[src/rtl/core/asa_pkg.sv]
// shared types and constants for the aligned stack allocator
// no dependencies; used by every file under rtl/core
`default_nettype none

package asa_pkg;

    // field widths fixed by the interface
    localparam int OFF_W  = 17;
    localparam int SIZE_W = 16;
    localparam int LG_W   = 4;
    // working width of the padding arithmetic, wide enough for head + header + pad + size
    localparam int CALC_W = 19;

    localparam logic [OFF_W-1:0] POOL_RESET = 17'h10000;

    typedef logic [CALC_W-1:0] t_calc;

    typedef enum logic [1:0] {
        CMD_ALLOC = 2'd0,
        CMD_FREE  = 2'd1,
        CMD_RESET = 2'd2
    } t_cmd;

    typedef enum logic [1:0] {
        ST_OK         = 2'd0,
        ST_NO_SPACE   = 2'd1,
        ST_STACK_FULL = 2'd2,
        ST_EMPTY      = 2'd3
    } t_status;

    typedef enum logic {
        S_IDLE = 1'b0,
        S_EXEC = 1'b1
    } t_state;

    // read and write strobes for the header stack memory
    typedef struct packed {
        logic we;
        logic re;
    } t_mem_ctl;

endpackage

`default_nettype wire

[src/rtl/core/aligned_stack_allocator_top.sv]
// top level of the aligned stack allocator: command sequencer, head and depth registers
// depends on asa_pkg, asa_pad_calc and asa_stack_mem
`default_nettype none

// LIFO pool allocator on byte offsets. Each command runs in a transfer cycle and an
// execute state: the transfer cycle registers the command, computes the padded payload
// offset from the current head and starts the header stack read; the execute state checks
// space, pushes or pops the stack memory and loads the result register. A new command is
// taken only once the one before has finished executing, since the stack memory read is
// registered and each command depends on the head left by the one before. A finished result
// waits in the output register while the next command is taken; the execute state
// stretches only while that register is still full. Stack entries are not cleared
// at reset and need no clearing pass, since a pop only reads pushed entries.
// pool_bytes is written through i_cfg_we/i_cfg_wdata and applies to every later space check.
module aligned_stack_allocator_top #(
    parameter int MAX_ALLOCS        = 256,
    parameter int HEADER_BYTES      = 24,
    parameter int HEADER_ALIGN_LOG2 = 3
) (
    input  wire                        i_clk,
    input  wire                        i_rst_n,
    // configuration
    input  wire                        i_cfg_we,
    input  wire  [asa_pkg::OFF_W-1:0]  i_cfg_wdata,
    // command channel
    input  wire                        i_in_valid,
    output logic                       o_in_ready,
    input  wire  [1:0]                 i_cmd,
    input  wire  [asa_pkg::SIZE_W-1:0] i_alloc_size,
    input  wire  [asa_pkg::LG_W-1:0]   i_align_log2,
    // result channel
    output logic                       o_out_valid,
    input  wire                        i_out_ready,
    output logic [1:0]                 o_status,
    output logic [asa_pkg::OFF_W-1:0]  o_payload_offset,
    output logic [asa_pkg::OFF_W-1:0]  o_head_offset
);

    localparam int DW = $clog2(MAX_ALLOCS + 1);
    localparam int AW = (MAX_ALLOCS > 1) ? $clog2(MAX_ALLOCS) : 1;

    // state
    asa_pkg::t_state             r_state, n_state;
    logic [asa_pkg::OFF_W-1:0]   r_pool_bytes;
    logic [asa_pkg::OFF_W-1:0]   r_head, n_head;
    logic [DW-1:0]               r_depth, n_depth;

    // registered command
    asa_pkg::t_cmd               r_cmd;
    logic [asa_pkg::SIZE_W-1:0]  r_size;
    asa_pkg::t_calc              r_pay;

    // result register
    logic                        r_out_valid;
    asa_pkg::t_status            r_status, n_status;
    logic [asa_pkg::OFF_W-1:0]   r_payload, n_payload;

    logic                        w_accept;
    logic                        w_commit;
    logic                        w_push;
    asa_pkg::t_calc              w_pay;
    asa_pkg::t_calc              w_end;
    logic [DW-1:0]               w_depth_m1;
    asa_pkg::t_mem_ctl           w_mem_ctl;
    logic [asa_pkg::OFF_W-1:0]   w_rdata;

    // padded payload offset from the current head
    asa_pad_calc #(
        .HEADER_BYTES      (HEADER_BYTES),
        .HEADER_ALIGN_LOG2 (HEADER_ALIGN_LOG2)
    ) u_pad (
        .i_head       (r_head),
        .i_align_log2 (i_align_log2),
        .o_pay        (w_pay)
    );

    // header stack memory
    assign w_depth_m1   = r_depth - DW'(1);
    assign w_mem_ctl.re = w_accept && (r_depth != '0);
    assign w_mem_ctl.we = w_push;

    asa_stack_mem #(
        .DEPTH (MAX_ALLOCS),
        .AW    (AW)
    ) u_stack (
        .i_clk   (i_clk),
        .i_ctl   (w_mem_ctl),
        .i_waddr (r_depth[AW-1:0]),
        .i_wdata (r_head),
        .i_raddr (w_depth_m1[AW-1:0]),
        .o_rdata (w_rdata)
    );

    // sequencer next state
    always_comb begin
        n_state = r_state;
        unique case (r_state)
            asa_pkg::S_IDLE: begin
                if (i_in_valid) begin
                    n_state = asa_pkg::S_EXEC;
                end
            end
            asa_pkg::S_EXEC: begin
                if (!r_out_valid || i_out_ready) begin
                    n_state = asa_pkg::S_IDLE;
                end
            end
            default: n_state = asa_pkg::S_IDLE;
        endcase
    end

    // sequencer outputs
    always_comb begin
        o_in_ready = 1'b0;
        w_commit   = 1'b0;
        unique case (r_state)
            asa_pkg::S_IDLE: o_in_ready = 1'b1;
            asa_pkg::S_EXEC: w_commit   = !r_out_valid || i_out_ready;
            default: begin
                o_in_ready = 1'b0;
                w_commit   = 1'b0;
            end
        endcase
    end

    assign w_accept = i_in_valid && o_in_ready;

    // command execution; end >= head, so the end check also covers a lowered pool
    assign w_end = r_pay + asa_pkg::t_calc'(r_size);

    always_comb begin
        n_head    = r_head;
        n_depth   = r_depth;
        n_status  = asa_pkg::ST_OK;
        n_payload = '0;
        w_push    = 1'b0;
        case (r_cmd)
            asa_pkg::CMD_ALLOC: begin
                if (r_depth >= DW'(MAX_ALLOCS)) begin
                    n_status = asa_pkg::ST_STACK_FULL;
                end else if (w_end > asa_pkg::t_calc'(r_pool_bytes)) begin
                    n_status = asa_pkg::ST_NO_SPACE;
                end else begin
                    w_push    = w_commit;
                    n_depth   = r_depth + DW'(1);
                    n_head    = w_end[asa_pkg::OFF_W-1:0];
                    n_payload = r_pay[asa_pkg::OFF_W-1:0];
                end
            end
            asa_pkg::CMD_FREE: begin
                if (r_depth == '0) begin
                    n_status = asa_pkg::ST_EMPTY;
                end else begin
                    n_depth = w_depth_m1;
                    n_head  = w_rdata;
                end
            end
            asa_pkg::CMD_RESET: begin
                n_head  = '0;
                n_depth = '0;
            end
            default: begin
                n_status = asa_pkg::ST_OK;
            end
        endcase
    end

    // control registers
    always_ff @(posedge i_clk) begin
        if (!i_rst_n) begin
            r_state      <= asa_pkg::S_IDLE;
            r_pool_bytes <= asa_pkg::POOL_RESET;
            r_head       <= '0;
            r_depth      <= '0;
            r_out_valid  <= 1'b0;
        end else begin
            r_state <= n_state;
            if (i_cfg_we) begin
                r_pool_bytes <= i_cfg_wdata;
            end
            if (w_commit) begin
                r_head      <= n_head;
                r_depth     <= n_depth;
                r_out_valid <= 1'b1;
            end else if (i_out_ready) begin
                r_out_valid <= 1'b0;
            end
        end
    end

    // command capture on input transfer
    always_ff @(posedge i_clk) begin
        if (w_accept) begin
            r_cmd  <= asa_pkg::t_cmd'(i_cmd);
            r_size <= i_alloc_size;
            r_pay  <= w_pay;
        end
    end

    // result payload
    always_ff @(posedge i_clk) begin
        if (w_commit) begin
            r_status  <= n_status;
            r_payload <= n_payload;
        end
    end

    assign o_out_valid      = r_out_valid;
    assign o_status         = r_status;
    assign o_payload_offset = r_payload;
    assign o_head_offset    = r_head;

endmodule

`default_nettype wire

[src/rtl/core/asa_stack_mem.sv]
// header stack: single synchronous memory of saved head offsets
// one write and one registered read per cycle; uses asa_pkg
`default_nettype none

module asa_stack_mem #(
    parameter int DEPTH = 256,
    parameter int AW    = 8
) (
    input  wire                       i_clk,
    input  wire  asa_pkg::t_mem_ctl   i_ctl,
    input  wire  [AW-1:0]             i_waddr,
    input  wire  [asa_pkg::OFF_W-1:0] i_wdata,
    input  wire  [AW-1:0]             i_raddr,
    output logic [asa_pkg::OFF_W-1:0] o_rdata
);

    logic [asa_pkg::OFF_W-1:0] r_mem [DEPTH];
    logic [asa_pkg::OFF_W-1:0] r_rdata;

    // write port
    always_ff @(posedge i_clk) begin
        if (i_ctl.we) begin
            r_mem[i_waddr] <= i_wdata;
        end
    end

    // read port, registered
    always_ff @(posedge i_clk) begin
        if (i_ctl.re) begin
            r_rdata <= r_mem[i_raddr];
        end
    end

    assign o_rdata = r_rdata;

endmodule

`default_nettype wire

[src/rtl/core/asa_pad_calc.sv]
// payload offset calculation: header-align the head, add the header, payload-align
// combinational; uses asa_pkg
`default_nettype none

module asa_pad_calc #(
    parameter int HEADER_BYTES      = 24,
    parameter int HEADER_ALIGN_LOG2 = 3
) (
    input  wire  [asa_pkg::OFF_W-1:0] i_head,
    input  wire  [asa_pkg::LG_W-1:0]  i_align_log2,
    output asa_pkg::t_calc            o_pay
);

    localparam asa_pkg::t_calc HdrMask = asa_pkg::t_calc'((1 << HEADER_ALIGN_LOG2) - 1);

    asa_pkg::t_calc w_hdr;
    asa_pkg::t_calc w_pay_mask;
    asa_pkg::t_calc w_hdr_end;

    // pad head to header alignment, then reserve the header
    always_comb begin
        w_hdr      = (asa_pkg::t_calc'(i_head) + HdrMask) & ~HdrMask;
        w_hdr_end  = w_hdr + asa_pkg::t_calc'(HEADER_BYTES);
        w_pay_mask = (asa_pkg::t_calc'(1) << i_align_log2) - asa_pkg::t_calc'(1);
        o_pay      = (w_hdr_end + w_pay_mask) & ~w_pay_mask;
    end

endmodule

`default_nettype wire

[config.mk]
export PLATFORM = sky130hd
export DESIGN_NAME = aligned_stack_allocator_top
export DESIGN_NICKNAME = d
export VERILOG_FILES = /design/src/rtl/core/asa_pkg.sv /design/src/rtl/core/aligned_stack_allocator_top.sv /design/src/rtl/core/asa_stack_mem.sv /design/src/rtl/core/asa_pad_calc.sv
export SDC_FILE = /design/constraint.sdc
export NUM_CORES = 2
export LEC_CHECK = 0
export BUFFER_PORTS_ARGS = -buffer_cell sky130_fd_sc_hd__buf_4
export CORE_ASPECT_RATIO = 1.25
export CORE_MARGIN = 1.5
export CORE_UTILIZATION = 68
export DETAILED_ROUTE_END_ITERATION = 12
export GPL_ROUTABILITY_DRIVEN = 1
export PLACE_DENSITY_LB_ADDON = 0.2
export SLEW_MARGIN = 5
export SYNTH_ARGS = -nofsm -noshare
export SYNTH_HDL_FRONTEND = slang
export SYNTH_HIERARCHICAL = 1
export SYNTH_MEMORY_MAX_BITS = 65536
export SYNTH_SLANG_ARGS = --single-unit
export TNS_END_PERCENT = 20
[constraint.sdc]
create_clock -name i_clk -period 18.37 [get_ports i_clk]
set_input_delay 1.837 -clock i_clk [delete_from_list [all_inputs] [get_ports i_clk]]
set_output_delay 1.837 -clock i_clk [all_outputs]
set_load 0.01 [all_outputs]
==> impl_metrics.py <==
metrics = {
    "sta": {
        "slew_headroom_pct": -10.8,
        "setup_violations": 0,
        "layout_worst_path_cycle_share_pct": 44.1,
        "maxSlewViolCount": 7,
        "worstMarginPinSlew_ps": 1640,
        "skew_ps": 50.0,
        "rsz0062_at_grt": "false",
        "min_period_ps": 8090,
        "max_freq_mhz": 124,
        "hold_viol": 0,
        "fin_hold_ws_ps": 507,
        "timing.setup.tns_ps": 0,
    },
    "setup_path": {
        "cp_top_family": "simple AND/OR/NAND/NOR gates",
        "setup.worst_path.start": "r_size[0]$_DFFE_PP_",
        "crit_path_max_incr_delay_ps": 1150,
        "cp-start-kind": "flip-flop",
        "crit_fanout": 19,
        "critical_path.cell_chain": "ha_1 > fa_1 > a211oi_2 > nor4_2 > o311ai_4 > a21oi_1 > o41ai_1 > xnor2_1 > ha_1 > nand4_1 > nor2_1 > nand4_1 > or3_1 > o31ai_1 > o211ai_2 > nor3b_4 > and2_1 > buf_4 > nand3_2 > nor2_1 > buf_4",
        "reg2reg_to": "u_stack/r_mem[133][15]$_DFFE_PP_",
        "reg2reg_slack_ps": 10280,
        "crit_slowest_cell": "nor2_1",
        "endpoint": "u_stack/r_mem[133][15]$_DFFE_PP_",
        "cp.required_ps": 19020,
        "cp-end-kind": "flip-flop",
        "worstSetupPathType": "flip-flop to flip-flop",
        "r2r-start": "r_size[0]$_DFFE_PP_",
        "path_depth": 21,
        "cp.arrival_ps": 8740,
        "path_buf_inv": 2,
        "r2r_cells": 21,
    },
    "clocking": {
        "post_cts_buffers": 0,
        "path_clk_slew_ps": 60,
        "holdBufCountCts": 0,
        "clockRootBuffer": "clkbuf_16",
        "cts.sinks": 4470,
        "tritoncts": "built",
        "post_cts_resized": 0,
        "clockBufferDepth": 4,
        "cts_buffers": 404,
        "cts.htree.levels": 5,
        "clkLatencyLatePin_ps": 940,
    },
    "route": {
        "drc": 0,
        "detail_route.vias_per_cell": 7.50,
        "wl_per_cell_um": 40.1,
        "dr_total_vias": 94000,
        "ant_nets": 0,
        "drt-initial-drc-count": 15600,
        "dr.pass1.iters": 7,
        "wirelength_um": 503000,
    },
    "power_and_ir_drop": {
        "power_uw": 23100,
        "ir_worst_vdd_mv": 0.117,
        "power.density_nw_per_um2": 119,
        "leakage_uw": 0.0667,
    },
    "final_layout": {
        "multiInputGateArea_um2": 39400,
        "fillCellCount": 13500,
        "stdcell_count": 12500,
        "final_nets": 8938,
        "final_area_um2": 194000,
        "area_delta_synth_final_pct": 9.83,
        "layout-drive-gt1-share_pct": 22.8,
        "regArea_um2": 134000,
    },
    "global_route": {
        "track_usage_pct": 38.5,
        "grt_use_met2_pct": 59.2,
        "met1_usage_pct": 49.5,
        "use_met3_pct": 9.10,
        "antenna_found_initial": 37,
        "grt_max_degree": 161,
        "grt_pass1_vias": 91300,
        "grt_pass1_wl_um": 698000,
        "overflow": 0,
        "busiest_layer": "met2",
    },
    "run_status": {
        "violations": "capacitance limit, slew limit",
        "status": "finished with violations",
    },
    "logic_synthesis": {
        "yosysTopAreaCell": "edfxtp_1",
        "syn_avg_cell_area_um2": 20.8,
        "yosysUniqueCellTypes": 105,
        "synth.most_common_cell": "edfxtp_1",
        "synth_top_area_share_pct": 75.3,
        "synthArstFlopShare_pct": 0,
        "ys_seq_area_share_pct": 75.8,
        "synthCells": 8490,
        "synth-edff-count": 4425,
        "netlist_top_cells_area": "edfxtp_1 (75%), mux4_2 (11%), mux2i_1 (3.0%)",
        "synthTopCellsByCount": "edfxtp_1 (4,425), mux4_2 (897), mux2i_1 (525), nor2_1 (392), nand2_1 (281)",
        "ys_seq_elements": 4470,
        "synth_area_um2": 177000,
        "synth_flop_cell": "edfxtp_1",
        "yosys_warnings": 6,
    },
    "placed_design": {
        "gp_congestion": 1.08,
        "placed_area_um2": 181000,
        "portBuffers": 81,
        "dpl.hpwl_um": 300000,
        "placed_cells": 11800,
    },
    "floorplanning": {
        "io_pins": 82,
        "start_util_pct": 68.5,
        "die_y_um": 573,
        "rows": 208,
        "die_w_um": 459,
        "coreArea_um2": 258000,
        "die_area_um2": 263000,
    },
    "min_path": {
        "hp-class": "flip-flop to flip-flop",
    },
    "flow_run": {
        "max-cap-violations": 3,
    },
}
state kept, by name, indices dropped and copies added (netlist names):
signal / flops
u_stack/r_mem: 4352
r_depth: 9
r_size: 16
r_pool_bytes: 17
o_head_offset: 17
r_pay: 19
o_status: 2
o_out_valid: 1
r_state: 1
u_stack/o_rdata: 17
r_cmd: 2
o_payload_offset: 17
through the flow:
| stage | worst slack [ps] | utilization [%] |
|---|---|---|
| 3_3_place_gp | 10360 | 70.2 |
| 6_report | 10280 | 75.3 |
| 2_1_floorplan | 11190 | - |
| 4_1_cts | 10500 | 75.2 |
| 5_1_grt | 10200 | 75.2 |
| 3_5_place_dp | 10570 | 70.2 |
how the worst min path moves through the flow:
stage                     cells past startpoint                     startpoint                       endpoint  slack [ps]
after CTS                                     2   r_pool_bytes[4]$_SDFFE_PN0P_   r_pool_bytes[4]$_SDFFE_PN0P_         500
after detailed placement                      2   r_pool_bytes[4]$_SDFFE_PN0P_   r_pool_bytes[4]$_SDFFE_PN0P_         490
final                                         2   r_pool_bytes[6]$_SDFFE_PN0P_   r_pool_bytes[6]$_SDFFE_PN0P_         510
after floorplan                               2  r_pool_bytes[10]$_SDFFE_PN0P_  r_pool_bytes[10]$_SDFFE_PN0P_         460
after global routing                          2   r_pool_bytes[6]$_SDFFE_PN0P_   r_pool_bytes[6]$_SDFFE_PN0P_         530
after global placement                        2   r_pool_bytes[3]$_SDFFE_PN0P_   r_pool_bytes[3]$_SDFFE_PN0P_         480
per-layer routing:
metal  part of all wire (%)  up-vias
li1                       -    36200
met1                     32    48400
met2                     47     7869
met3                     12     1506
met4                    8.3       20
met5                  0.027        -
power by group:
group          total, uW  switching, uW  internal, uW
Clock               8360           3670          4690
Sequential         11500           97.3         11500
Combinational       3170           2210           969
Total              23100           5970         17100
worst reg2reg max path, stage by stage, from the launching register on:
cell and delay, ps:
edfxtp_1 380, ha_1 260, fa_1 440, a211oi_2 270
nor4_2 130, o311ai_4 340, a21oi_1 150, o41ai_1 380
xnor2_1 170, ha_1 330, nand4_1 130, nor2_1 190
nand4_1 120, or3_1 330, o31ai_1 150, o211ai_2 220
nor3b_4 590, and2_1 240, buf_4 390, nand3_2 1130
nor2_1 1180, buf_4 310
area by class of cell:
cell class              count  area share (%)
flip-flops and latches   4470            69.0
multi-input cells        3487            20.3
clock buffers             503            5.49
well taps                3360            2.17
repair buffers            422            1.76
clock inverters           216            1.12
inverters                  40          0.0916
diodes                     37          0.0478
cell usage in the layout (no fill, tap or decap), types with 38 or more instances in the layout:
master,instances
clkbuf_16,412
edfxtp_1,4425
a22oi_1,38
nor2_1,284
a21oi_1,139
clkinv_2,65
nor2_2,108
nand3_1,69
clkbuf_1,91
clkinv_1,77
o221ai_1,137
buf_4,402
ha_1,67
o22ai_1,188
bufinv_16,42
mux2i_1,525
nor3_1,133
o21ai_0,60
nand2_1,280
mux4_1,46
mux4_2,897
cell families after synthesis:
group	after synthesis	share of synthesized area (%)
buf+inv	538	2.22
simple gates	1071	2.77
other cells	1	0.00212
flops	4470	75.8
mux	1488	15.2
compound gates	811	3.30
xor+xnor	42	0.208
fa+ha+maj	69	0.497
Power figures use the tool's default switching activity.
